==> src/rtl/pci_pkg.sv <==
`default_nettype none
package pci_pkg;

    localparam logic OP_LEPTON    = 1'b0;
    localparam logic OP_CANDIDATE = 1'b1;

    localparam logic [1:0] KIND_ELECTRON = 2'd1;
    localparam logic [1:0] KIND_MUON     = 2'd2;

    localparam logic [7:0] PDG_PHOTON  = 8'd22;
    localparam logic [7:0] PDG_NEUTRAL = 8'd130;
    localparam logic [7:0] PDG_PION    = 8'd211;
    localparam logic [7:0] PDG_MIN     = 8'd7;

    localparam logic [12:0] ETA_ENDCAP   = 13'd964;
    localparam logic [15:0] LOW_PT_LIMIT = 16'd20;
    localparam logic [23:0] OUT_MAX      = 24'hFFFFFF;

    localparam logic [1:0] CFG_RADIUS_MIN   = 2'd0;
    localparam logic [1:0] CFG_RADIUS_MAX   = 2'd1;
    localparam logic [1:0] CFG_RADIUS_SCALE = 2'd2;
    localparam logic [1:0] CFG_CHG_SUM_SEL  = 2'd3;

    localparam int QUEUE_DEPTH = 4;

    typedef struct packed {
        logic        opcode;
        logic [15:0] pt;
        logic [12:0] eta;
        logic [11:0] phi;
        logic [1:0]  lepton_kind;
        logic [7:0]  abs_pdg_id;
        logic [1:0]  charge;
        logic [1:0]  vertex_assoc;
        logic        last;
    } item_t;

    // Front-end classification of one item, carried through the queue.
    typedef struct packed {
        logic        opcode;
        logic        last;
        logic [15:0] pt;
        logic [12:0] eta;
        logic [11:0] phi;
        logic [1:0]  kind;
        logic        pdg_ok;
        logic        is_photon;
        logic        is_neutral;
        logic        is_pion;
        logic        is_neutral_charge;
        logic        is_primary;
    } work_t;

endpackage
`default_nettype wire

==> src/rtl/pci_divider.sv <==
`default_nettype none
module pci_divider #(
    parameter int NUM_WIDTH = 32,
    parameter int DEN_WIDTH = 16
) (
    input  wire logic                 aclk,
    input  wire logic                 aresetn,
    input  wire logic                 start,
    input  wire logic [NUM_WIDTH-1:0] numer,
    input  wire logic [DEN_WIDTH-1:0] denom,
    output logic                      done,
    output logic [NUM_WIDTH-1:0]      quot,
    output logic [DEN_WIDTH-1:0]      rem
);

    localparam int CW = $clog2(NUM_WIDTH + 1);

    logic [CW-1:0]        count_reg, count_next;
    logic                 busy_reg, busy_next;
    logic                 done_reg, done_next;
    logic [NUM_WIDTH-1:0] q_reg, q_next;
    logic [DEN_WIDTH:0]   r_reg, r_next;
    logic [DEN_WIDTH-1:0] d_reg, d_next;
    logic [DEN_WIDTH:0]   trial;

    always_comb begin
        count_next = count_reg;
        busy_next  = busy_reg;
        done_next  = 1'b0;
        q_next     = q_reg;
        r_next     = r_reg;
        d_next     = d_reg;
        trial      = {r_reg[DEN_WIDTH-1:0], q_reg[NUM_WIDTH-1]};
        if (start) begin
            busy_next  = 1'b1;
            count_next = CW'(NUM_WIDTH);
            q_next     = numer;
            r_next     = '0;
            d_next     = denom;
        end else if (busy_reg) begin
            if (trial >= {1'b0, d_reg}) begin
                r_next = trial - {1'b0, d_reg};
                q_next = {q_reg[NUM_WIDTH-2:0], 1'b1};
            end else begin
                r_next = trial;
                q_next = {q_reg[NUM_WIDTH-2:0], 1'b0};
            end
            count_next = count_reg - 1'b1;
            if (count_reg == CW'(1)) begin
                busy_next = 1'b0;
                done_next = 1'b1;
            end
        end
    end

    always_ff @(posedge aclk) begin
        if (!aresetn) begin
            busy_reg  <= 1'b0;
            done_reg  <= 1'b0;
            count_reg <= '0;
        end else begin
            busy_reg  <= busy_next;
            done_reg  <= done_next;
            count_reg <= count_next;
        end
        q_reg <= q_next;
        r_reg <= r_next;
        d_reg <= d_next;
    end

    assign done = done_reg;
    assign quot = q_reg;
    assign rem  = r_reg[DEN_WIDTH-1:0];

endmodule
`default_nettype wire

==> src/rtl/pci_front.sv <==
`default_nettype none
module pci_front (
    input  wire logic           aclk,
    input  wire logic           aresetn,
    input  wire logic           in_valid,
    output logic                in_ready,
    input  wire pci_pkg::item_t in_item,
    output logic                q_valid,
    input  wire logic           q_ready,
    output pci_pkg::work_t      q_work
);

    localparam int AW = $clog2(pci_pkg::QUEUE_DEPTH);

    pci_pkg::work_t  mem_reg [pci_pkg::QUEUE_DEPTH];
    pci_pkg::work_t  cls;
    logic [AW-1:0]   wr_reg, wr_next, rd_reg, rd_next;
    logic [AW:0]     cnt_reg, cnt_next;
    logic            push, pop;

    always_comb begin
        cls.opcode            = in_item.opcode;
        cls.last              = in_item.last;
        cls.pt                = in_item.pt;
        cls.eta               = in_item.eta;
        cls.phi               = in_item.phi;
        cls.kind              = in_item.lepton_kind;
        cls.pdg_ok            = in_item.abs_pdg_id >= pci_pkg::PDG_MIN;
        cls.is_photon         = in_item.abs_pdg_id == pci_pkg::PDG_PHOTON;
        cls.is_neutral        = in_item.abs_pdg_id == pci_pkg::PDG_NEUTRAL;
        cls.is_pion           = in_item.abs_pdg_id == pci_pkg::PDG_PION;
        cls.is_neutral_charge = in_item.charge == 2'b00;
        cls.is_primary        = in_item.vertex_assoc > 2'd1;
    end

    assign in_ready = cnt_reg != (AW+1)'(pci_pkg::QUEUE_DEPTH);
    assign q_valid  = cnt_reg != '0;
    assign q_work   = mem_reg[rd_reg];
    assign push     = in_valid && in_ready;
    assign pop      = q_valid && q_ready;

    always_comb begin
        wr_next  = push ? wr_reg + 1'b1 : wr_reg;
        rd_next  = pop ? rd_reg + 1'b1 : rd_reg;
        cnt_next = cnt_reg + (AW+1)'(push) - (AW+1)'(pop);
    end

    always_ff @(posedge aclk) begin
        if (!aresetn) begin
            wr_reg  <= '0;
            rd_reg  <= '0;
            cnt_reg <= '0;
        end else begin
            wr_reg  <= wr_next;
            rd_reg  <= rd_next;
            cnt_reg <= cnt_next;
        end
        if (push) begin
            mem_reg[wr_reg] <= cls;
        end
    end

endmodule
`default_nettype wire

==> src/rtl/pci_back.sv <==
`default_nettype none
module pci_back #(
    parameter int SUM_WIDTH       = 32,
    parameter int RATIO_FRAC_BITS = 16
) (
    input  wire logic           aclk,
    input  wire logic           aresetn,
    input  wire logic [11:0]    radius_min,
    input  wire logic [11:0]    radius_max,
    input  wire logic [23:0]    radius_scale,
    input  wire logic           chg_sum_sel,
    input  wire logic           q_valid,
    output logic                q_ready,
    input  wire pci_pkg::work_t q_work,
    output logic                out_valid,
    input  wire logic           out_ready,
    output logic [23:0]         out_ratio,
    output logic                out_low_pt
);

    localparam int NW = (SUM_WIDTH + 3 > 17 + RATIO_FRAC_BITS) ? SUM_WIDTH + 3
                                                             : 17 + RATIO_FRAC_BITS;
    localparam logic [SUM_WIDTH-1:0] SUM_MAX = {SUM_WIDTH{1'b1}};
    localparam int IW = 24 - RATIO_FRAC_BITS;

    localparam logic [2:0] ST_RUN   = 3'd0;
    localparam logic [2:0] ST_RDIV  = 3'd1;
    localparam logic [2:0] ST_RSQ   = 3'd2;
    localparam logic [2:0] ST_IDIV  = 3'd3;
    localparam logic [2:0] ST_FDIV  = 3'd4;
    localparam logic [2:0] ST_EMIT  = 3'd5;
    localparam logic [2:0] ST_CHECK = 3'd6;

    logic [2:0]  state_reg, state_next;
    logic [15:0] lpt_reg;
    logic [12:0] leta_reg;
    logic [11:0] lphi_reg;
    logic [1:0]  lkind_reg;
    logic [23:0] rsq_reg;
    logic [11:0] rad_reg;
    logic [SUM_WIDTH-1:0] sph_reg, snh_reg, sch_reg, spu_reg;
    logic        ovalid_reg;
    logic [23:0] oratio_reg;
    logic        olow_reg;
    logic        emit_reg;
    logic [NW-1:0] iq_reg;

    // Distance pipeline: stage one registers the deltas.
    logic        p1_valid_reg;
    pci_pkg::work_t p1_reg;
    logic [13:0] deta_reg;
    logic [11:0] dphi_reg;
    logic [13:0] deta_c;
    logic [11:0] dphi_c;
    logic signed [28:0] deta_w, dphi_w;
    logic [28:0] d2;
    logic [12:0] abs_eta;
    logic [11:0] dc_ch, dc_pu, dc_ph, dc_nh;
    logic [1:0]  thresh;
    logic        cone_in;

    logic              div_start, div_done;
    logic [NW-1:0]     div_num, div_q;
    logic [16:0]       div_den, div_rem;

    logic [NW-1:0] a_pos, a_sum, iso2;
    logic signed [NW:0] a_signed;

    pci_divider #(.NUM_WIDTH(NW), .DEN_WIDTH(17)) u_div (
        .aclk(aclk), .aresetn(aresetn), .start(div_start), .numer(div_num),
        .denom(div_den), .done(div_done), .quot(div_q), .rem(div_rem)
    );

    function automatic logic [SUM_WIDTH-1:0] sat_add(input logic [SUM_WIDTH-1:0] s,
                                                     input logic [15:0] a);
        logic [SUM_WIDTH:0] t;
        t = {1'b0, s} + (SUM_WIDTH+1)'(a);
        return t[SUM_WIDTH] ? SUM_MAX : t[SUM_WIDTH-1:0];
    endfunction

    assign deta_c  = {q_work.eta[12], q_work.eta} - {leta_reg[12], leta_reg};
    assign dphi_c  = q_work.phi - lphi_reg;
    assign deta_w  = 29'($signed(deta_reg));
    assign dphi_w  = 29'($signed(dphi_reg));
    assign d2      = deta_w * deta_w + dphi_w * dphi_w;
    assign cone_in = d2 <= 29'(rsq_reg);
    assign abs_eta = leta_reg[12] ? 13'(-leta_reg) : leta_reg;

    always_comb begin
        dc_ch = '0; dc_pu = '0; dc_ph = '0; dc_nh = '0; thresh = 2'd2;
        if (lkind_reg == pci_pkg::KIND_ELECTRON) begin
            thresh = 2'd0;
            if (abs_eta > pci_pkg::ETA_ENDCAP) begin
                dc_ch = 12'd100; dc_pu = 12'd100; dc_ph = 12'd2704;
            end
        end else if (lkind_reg == pci_pkg::KIND_MUON) begin
            dc_ch = 12'd1; dc_pu = 12'd49; dc_ph = 12'd49; dc_nh = 12'd49;
        end
    end

    assign a_sum    = NW'({1'b0, sph_reg} + {1'b0, snh_reg}) << 1;
    assign a_signed = $signed({1'b0, a_sum}) - $signed((NW+1)'(spu_reg));
    assign a_pos    = a_signed[NW] || a_signed == '0 ? '0 : a_signed[NW-1:0];
    assign iso2     = chg_sum_sel ? NW'({sch_reg, 1'b0})
                                  : a_pos + NW'({sch_reg, 1'b0});

    // The queue is drained only while the pipeline can take the item: a lepton
    // waits until the stage ahead is empty.
    assign q_ready = state_reg == ST_RUN && !emit_reg && !(ovalid_reg && q_work.last)
                  && !(p1_valid_reg && p1_reg.last)
                  && !(p1_valid_reg && q_work.opcode == pci_pkg::OP_LEPTON);

    always_comb begin
        state_next = state_reg;
        div_start  = 1'b0;
        div_num    = '0;
        div_den    = '0;
        case (state_reg)
            ST_RUN: begin
                if (q_valid && q_ready && q_work.opcode == pci_pkg::OP_LEPTON) begin
                    if (q_work.pt == '0) begin
                        state_next = ST_RSQ;
                    end else begin
                        div_start  = 1'b1;
                        div_num    = NW'(radius_scale);
                        div_den    = {1'b0, q_work.pt};
                        state_next = ST_RDIV;
                    end
                end else if (emit_reg) begin
                    if (lpt_reg < pci_pkg::LOW_PT_LIMIT) begin
                        state_next = ST_EMIT;
                    end else begin
                        div_start  = 1'b1;
                        div_num    = iso2;
                        div_den    = {lpt_reg, 1'b0};
                        state_next = ST_IDIV;
                    end
                end
            end
            ST_RDIV:  if (div_done) state_next = ST_RSQ;
            ST_RSQ:   state_next = ST_RUN;
            ST_IDIV: begin
                if (div_done) state_next = ST_CHECK;
            end
            ST_CHECK: begin
                if (iq_reg >= NW'(1) << IW) begin
                    state_next = ST_EMIT;
                end else begin
                    div_start  = 1'b1;
                    div_num    = NW'(div_rem) << RATIO_FRAC_BITS;
                    div_den    = {lpt_reg, 1'b0};
                    state_next = ST_FDIV;
                end
            end
            ST_FDIV:  if (div_done) state_next = ST_EMIT;
            ST_EMIT:  if (!ovalid_reg) state_next = ST_RUN;
            default:  state_next = ST_RUN;
        endcase
    end

    logic [23:0] q_clamp;
    logic [11:0] r_sel;
    logic [11:0] r_big;
    assign q_clamp = lpt_reg == '0 ? pci_pkg::OUT_MAX
                   : (div_q[NW-1:24] != '0 ? pci_pkg::OUT_MAX : div_q[23:0]);
    assign r_sel = (q_clamp < 24'(radius_max)) ? q_clamp[11:0] : radius_max;
    assign r_big = (radius_max > radius_min) ? radius_max : radius_min;

    always_ff @(posedge aclk) begin
        if (!aresetn) begin
            state_reg    <= ST_RUN;
            lpt_reg      <= '0;
            leta_reg     <= '0;
            lphi_reg     <= '0;
            lkind_reg    <= '0;
            rsq_reg      <= '0;
            rad_reg      <= '0;
            sph_reg      <= '0;
            snh_reg      <= '0;
            sch_reg      <= '0;
            spu_reg      <= '0;
            ovalid_reg   <= 1'b0;
            emit_reg     <= 1'b0;
            p1_valid_reg <= 1'b0;
        end else begin
            state_reg <= state_next;
            if (ovalid_reg && out_ready) ovalid_reg <= 1'b0;
            p1_valid_reg <= q_valid && q_ready && q_work.opcode == pci_pkg::OP_CANDIDATE;
            if (q_valid && q_ready && q_work.opcode == pci_pkg::OP_LEPTON) begin
                lpt_reg   <= q_work.pt;
                leta_reg  <= q_work.eta;
                lphi_reg  <= q_work.phi;
                lkind_reg <= q_work.kind;
                sph_reg   <= '0;
                snh_reg   <= '0;
                sch_reg   <= '0;
                spu_reg   <= '0;
                emit_reg  <= q_work.last;
            end
            if (p1_valid_reg && p1_reg.pdg_ok && cone_in) begin
                if (p1_reg.is_neutral_charge) begin
                    if (p1_reg.pt > 16'(thresh)) begin
                        if (p1_reg.is_photon && d2 >= 29'(dc_ph))
                            sph_reg <= sat_add(sph_reg, p1_reg.pt);
                        else if (p1_reg.is_neutral && d2 >= 29'(dc_nh))
                            snh_reg <= sat_add(snh_reg, p1_reg.pt);
                    end
                end else if (p1_reg.is_primary) begin
                    if (p1_reg.is_pion && d2 >= 29'(dc_ch))
                        sch_reg <= sat_add(sch_reg, p1_reg.pt);
                end else if (p1_reg.pt > 16'(thresh) && d2 >= 29'(dc_pu)) begin
                    spu_reg <= sat_add(spu_reg, p1_reg.pt);
                end
            end
            if (p1_valid_reg && p1_reg.last) emit_reg <= 1'b1;
            if (state_reg == ST_RDIV && div_done)
                rad_reg <= (r_sel < radius_min) ? radius_min : r_sel;
            if (state_reg == ST_RSQ) begin
                if (lpt_reg == '0)
                    rsq_reg <= {12'd0, r_big} * {12'd0, r_big};
                else
                    rsq_reg <= {12'd0, rad_reg} * {12'd0, rad_reg};
            end
            if (state_reg == ST_RUN && emit_reg && !(q_valid && q_ready
                    && q_work.opcode == pci_pkg::OP_LEPTON)) begin
                emit_reg <= 1'b0;
                if (lpt_reg < pci_pkg::LOW_PT_LIMIT) begin
                    oratio_reg <= pci_pkg::OUT_MAX;
                    olow_reg   <= 1'b1;
                end
            end
            if (state_reg == ST_IDIV && div_done) iq_reg <= div_q;
            if (state_reg == ST_CHECK && iq_reg >= NW'(1) << IW) begin
                oratio_reg <= pci_pkg::OUT_MAX;
                olow_reg   <= 1'b0;
            end
            if (state_reg == ST_FDIV && div_done) begin
                oratio_reg <= 24'(iq_reg << RATIO_FRAC_BITS) + 24'(div_q);
                olow_reg   <= 1'b0;
            end
            if (state_reg == ST_EMIT && !ovalid_reg) ovalid_reg <= 1'b1;
        end
        p1_reg   <= q_work;
        deta_reg <= deta_c;
        dphi_reg <= dphi_c;
    end

    assign out_valid  = ovalid_reg;
    assign out_ratio  = oratio_reg;
    assign out_low_pt = olow_reg;

endmodule
`default_nettype wire

==> src/rtl/particle_cone_isolation.sv <==
// Cone isolation of a lepton over a stream of particle candidates. A lepton
// transfer (opcode 0 on s_tuser) opens a group and a transfer with tlast closes it
// and yields one result. Candidates are taken one per cycle, while the back end is
// running, through a four-entry queue and a two-stage distance pipeline. Each lepton
// holds the input while the cone radius is computed by a shared one-bit-per-cycle
// divider, and each result above the low-pt limit holds it for the integer and,
// when needed, the fraction division; candidates queue up behind those steps.
`default_nettype none
module particle_cone_isolation #(
    parameter int SUM_WIDTH       = 32,
    parameter int RATIO_FRAC_BITS = 16
) (
    input  wire logic        aclk,
    input  wire logic        aresetn,
    input  wire logic        cfg_wr_en,
    input  wire logic [1:0]  cfg_index,
    input  wire logic [23:0] cfg_data,
    input  wire logic        s_tvalid,
    output logic             s_tready,
    // pt, eta, phi, lepton_kind, abs_pdg_id, charge, vertex_assoc, 0 pad
    input  wire logic [55:0] s_tdata,
    // opcode
    input  wire logic        s_tuser,
    input  wire logic        s_tlast,
    output logic             m_tvalid,
    input  wire logic        m_tready,
    // iso_ratio
    output logic [23:0]      m_tdata,
    // low_pt
    output logic             m_tuser
);

    logic [11:0] rmin_reg, rmax_reg;
    logic [23:0] rscale_reg;
    logic        conly_reg;
    pci_pkg::item_t item;
    pci_pkg::work_t q_work;
    logic           q_valid, q_ready;

    always_ff @(posedge aclk) begin
        if (!aresetn) begin
            rmin_reg   <= 12'd33;
            rmax_reg   <= 12'd130;
            rscale_reg <= 24'd26076;
            conly_reg  <= 1'b0;
        end else if (cfg_wr_en) begin
            case (cfg_index)
                pci_pkg::CFG_RADIUS_MIN:   rmin_reg   <= cfg_data[11:0];
                pci_pkg::CFG_RADIUS_MAX:   rmax_reg   <= cfg_data[11:0];
                pci_pkg::CFG_RADIUS_SCALE: rscale_reg <= cfg_data;
                pci_pkg::CFG_CHG_SUM_SEL:  conly_reg  <= cfg_data[0];
                default: ;
            endcase
        end
    end

    always_comb begin
        item.opcode       = s_tuser;
        item.pt           = s_tdata[15:0];
        item.eta          = s_tdata[28:16];
        item.phi          = s_tdata[40:29];
        item.lepton_kind  = s_tdata[42:41];
        item.abs_pdg_id   = s_tdata[50:43];
        item.charge       = s_tdata[52:51];
        item.vertex_assoc = s_tdata[54:53];
        item.last         = s_tlast;
    end

    pci_front u_front (
        .aclk(aclk), .aresetn(aresetn), .in_valid(s_tvalid), .in_ready(s_tready),
        .in_item(item), .q_valid(q_valid), .q_ready(q_ready), .q_work(q_work)
    );

    pci_back #(.SUM_WIDTH(SUM_WIDTH), .RATIO_FRAC_BITS(RATIO_FRAC_BITS)) u_back (
        .aclk(aclk), .aresetn(aresetn), .radius_min(rmin_reg), .radius_max(rmax_reg),
        .radius_scale(rscale_reg), .chg_sum_sel(conly_reg), .q_valid(q_valid),
        .q_ready(q_ready), .q_work(q_work), .out_valid(m_tvalid), .out_ready(m_tready),
        .out_ratio(m_tdata), .out_low_pt(m_tuser)
    );

endmodule
`default_nettype wire

==> config.mk <==
export PLATFORM = sky130hd
export DESIGN_NAME = particle_cone_isolation
export DESIGN_NICKNAME = d
export VERILOG_FILES = /design/src/rtl/pci_pkg.sv /design/src/rtl/pci_divider.sv /design/src/rtl/pci_front.sv /design/src/rtl/pci_back.sv /design/src/rtl/particle_cone_isolation.sv
export SDC_FILE = /design/constraint.sdc
export NUM_CORES = 2
export LEC_CHECK = 0
export ABC_CLOCK_PERIOD_IN_PS = 12600
export BUFFER_PORTS_ARGS = -buffer_cell sky130_fd_sc_hd__buf_2
export CAP_MARGIN = 10
export CORE_UTILIZATION = 65
export CTS_BUF_LIST = sky130_fd_sc_hd__clkbuf_8
export CTS_CLUSTER_DIAMETER = 150
export DETAILED_ROUTE_END_ITERATION = 12
export HOLD_SLACK_MARGIN = 0.02
export PLACE_DENSITY = 0.86
export SKIP_LAST_GASP = 1
export SYNTH_ARGS = -nofsm -noshare
export SYNTH_HDL_FRONTEND = slang
export SYNTH_SLANG_ARGS = --single-unit
==> constraint.sdc <==
create_clock -name aclk -period 12.6 [get_ports aclk]
set_input_delay 1.26 -clock aclk [delete_from_list [all_inputs] [get_ports aclk]]
set_output_delay 1.26 -clock aclk [all_outputs]
set_load 0.01 [all_outputs]
==> results.toml <==
[synthesis]
synth_async_sr_flop_share = 0
synth-xor-area-share = 0.04522
yosysTopAreaCellShare = 0.1655
ys_seq_area_frac = 0.2856
yosys_warnings = 0
synth_fa_ha_area_frac = 0.2834
synth-seq-cells = 660
synth_compound_area_frac = 0.1462
synth_nets = 7222
yosys.area.top_type = "edfxtp_1"
synth_area_leaders = "edfxtp_1 17%, fa_1 16%, dfxtp_1 12%, ha_1 12%, inv_1 5.1%"
yosys.area_share.simple = 0.1431
netlist_area_um2 = 57330
synthFlopType = "dfxtp_1"
synth-edff-count = 316
synth_mux_area_frac = 0.03018
synth_top_family_by_area = "adder cells"
synthCells = 6115
avgSynthCellArea_um2 = 9.376
synth_cell_type_count = 99

[clock_tree]
root_buffer = "clkbuf_8"
numCtsBuffers = 112
cts_num_sinks = 660
cts_buffer_depth = 3
cts_resized = 0
htreeDepth = 3
clk_transition_reported_paths_ns = 0.06
tritoncts = "yes"
clk_latency_ns = 0.78
post_cts_buffers = 0
holdBufCountCts = 0

[setup_path]
end_kind = "flip-flop"
critPathMaxStageDelay_ns = 0.72
r2r_start = "u_back.dphi_reg[6]"
worstSetupPathType = "flip-flop to flip-flop"
path_max_fanout = 15
required_ns = 13.27
cp-startpoint = "u_back.dphi_reg[6]"
worstPathArrival_ns = 12.20
cp-start-kind = "flip-flop"
crit_path_top_delay_cell = "or3_1"

[finish]
drive_gt1_frac = 0.07805
nets = 7286
nFillCells = 6179
area_delta_synth_final_pct = 7.130
multi_input_area_um2 = 37200
seq_area_um2 = 16380
largest_reg_flops = 204

[grt]
antenna_found_initial = 7
grt_overflow = 0
globalRouteTotalUtil = 0.3210
grt_pass1_vias = 46280
grt_max_degree = 81
grt_pass1_wl_um = 231700

[timing]
timing.fmax_mhz = 86.69
fin_worst_skew_ns = 0.05776
relSlewSlack = 0.1694
rsz0062_at_grt = "false"
post-route-period-util = 0.9155
min_period_ns = 11.54
worstMarginPinSlew_ns = 1.211
setup_viol = 0
hold_viol_final = 0
fin_setup_tns_ns = 0
slew_viol_final = 0

[routing]
ant_nets = 0
via_per_inst = 6.147
routed_wl_um = 143000
route.detailed.drc = 0
drt_iter0_drc = 4064
drt-pass1-iter-count = 8
num_vias = 45710
wl_per_cell_um = 19.23

[run_status]
status = "complete, no violations"

[die]
num_rows = 108
die_y_um = 299.0
core-area_um2 = 87020
dieArea_um2 = 89400
die_x_um = 299.0
initial_core_util = 0.6588
pin_count = 116

[placed_design]
io_buffer_count = 113
gp_congestion = 0.9506
hpwl_um = 108400

[hold_path]
worstHoldPathType = "flip-flop to flip-flop"
hp-start = "u_back.lphi_reg[2]"

[flow_run]
cap_violations = 0
## layout make-up
class,instances,share of cell area
Timing Repair Buffer,165,0.01556
Clock inverter,86,0.01169
Inverter,787,0.04818
Clock buffer,127,0.02846
Tap cell,1155,0.02353
Sequential cell,660,0.2667
Multi-Input combinational cell,4453,0.6057
Antenna cell,4,0.0001630
## worst max-delay path, delay by kind of cell, from the launching register on
family / cells / cell delay [ns]
XOR/XNOR: 1 / 0.14
AND/OR/NAND/NOR: 7 / 2.68
flip-flops: 1 / 0.68
multiplexers: 1 / 0.09
buffers and inverters: 2 / 0.14
adder cells (fa/ha/maj): 8 / 3.31
AO/OA/AOI/OAI: 18 / 4.37
## metrics by stage
| stage | instance area (µm²) | hold slack (ns) | util | worst slack [ns] | instances |
|---|---|---|---|---|---|
| floorplan | 57330 | 0.4319 | - | 2.740 | 6115 |
| global route | 61420 | 0.4872 | 0.7057 | 0.4468 | 7435 |
| finish | 61420 | 0.4622 | 0.7058 | 1.065 | 7437 |
| global placement | 58940 | 0.4413 | 0.6773 | 1.426 | 7220 |
| CTS | 61410 | 0.4633 | 0.7057 | 1.212 | 7433 |
| detailed placement | 58940 | 0.4492 | 0.6773 | 1.295 | 7220 |
## worst paths after layout
kind / cells after the start / slack (ns) / to
max: 37 / 1.07 / u_back.sph_reg[27]
min: 2 / 0.46 / u_back.lphi_reg[2]
max reg2reg: 37 / 1.07 / u_back.sph_reg[27]
min reg2reg: 2 / 0.46 / u_back.lphi_reg[2]
## cell usage after synthesis, drive strengths merged, types with 89 or more instances
master and count:
xor2 98, dfxtp 344, xnor2 198, o21ai 266
a211oi 89, a21oi 420, nand2 544, and2 142
nor2 426, fa 468, edfxtp 316, ha 550
inv 786, a21o 109, nor3 112, clkbuf 183
nand3 92
## cells in the final DEF (no fill, tap or decap), types with 88 or more instances in the layout
| cell type | netlist | final |
|---|---|---|
| nor3_1 | 107 | 106 |
| dfxtp_1 | 344 | 342 |
| ha_1 | 550 | 550 |
| a21oi_1 | 418 | 417 |
| edfxtp_1 | 316 | 316 |
| a211oi_1 | 88 | 88 |
| xnor2_1 | 198 | 198 |
| nand2_1 | 544 | 544 |
| and2_1 | 142 | 142 |
| inv_1 | 786 | 816 |
| nand3_1 | 91 | 91 |
| buf_2 | 15 | 113 |
| xor2_1 | 98 | 98 |
| o21ai_0 | 253 | 253 |
| nor2_1 | 425 | 422 |
| a21o_1 | 109 | 109 |
| clkbuf_8 | 0 | 127 |
| fa_1 | 468 | 468 |
## kinds of logic (layout without fill, tap and decap cells)
logic type / count (synthesis) / count (layout)
flops: 660 / 660
simple gates: 1717 / 1717
mux: 107 / 107
fa+ha+maj: 1018 / 1018
xor+xnor: 296 / 296
buf+inv: 1002 / 1165
other cells: 2 / 6
compound gates: 1313 / 1313
## layer usage
metal / track usage / routed length [µm]
met5: 0 / 38
met4: 0.1342 / 5677
met3: 0.05685 / 12110
met2: 0.5343 / 68280
met1: 0.4134 / 56930
Power is left out: the tool's default activity adds up to more than one toggle a clock period on the data nets, which glitch-free logic cannot reach.
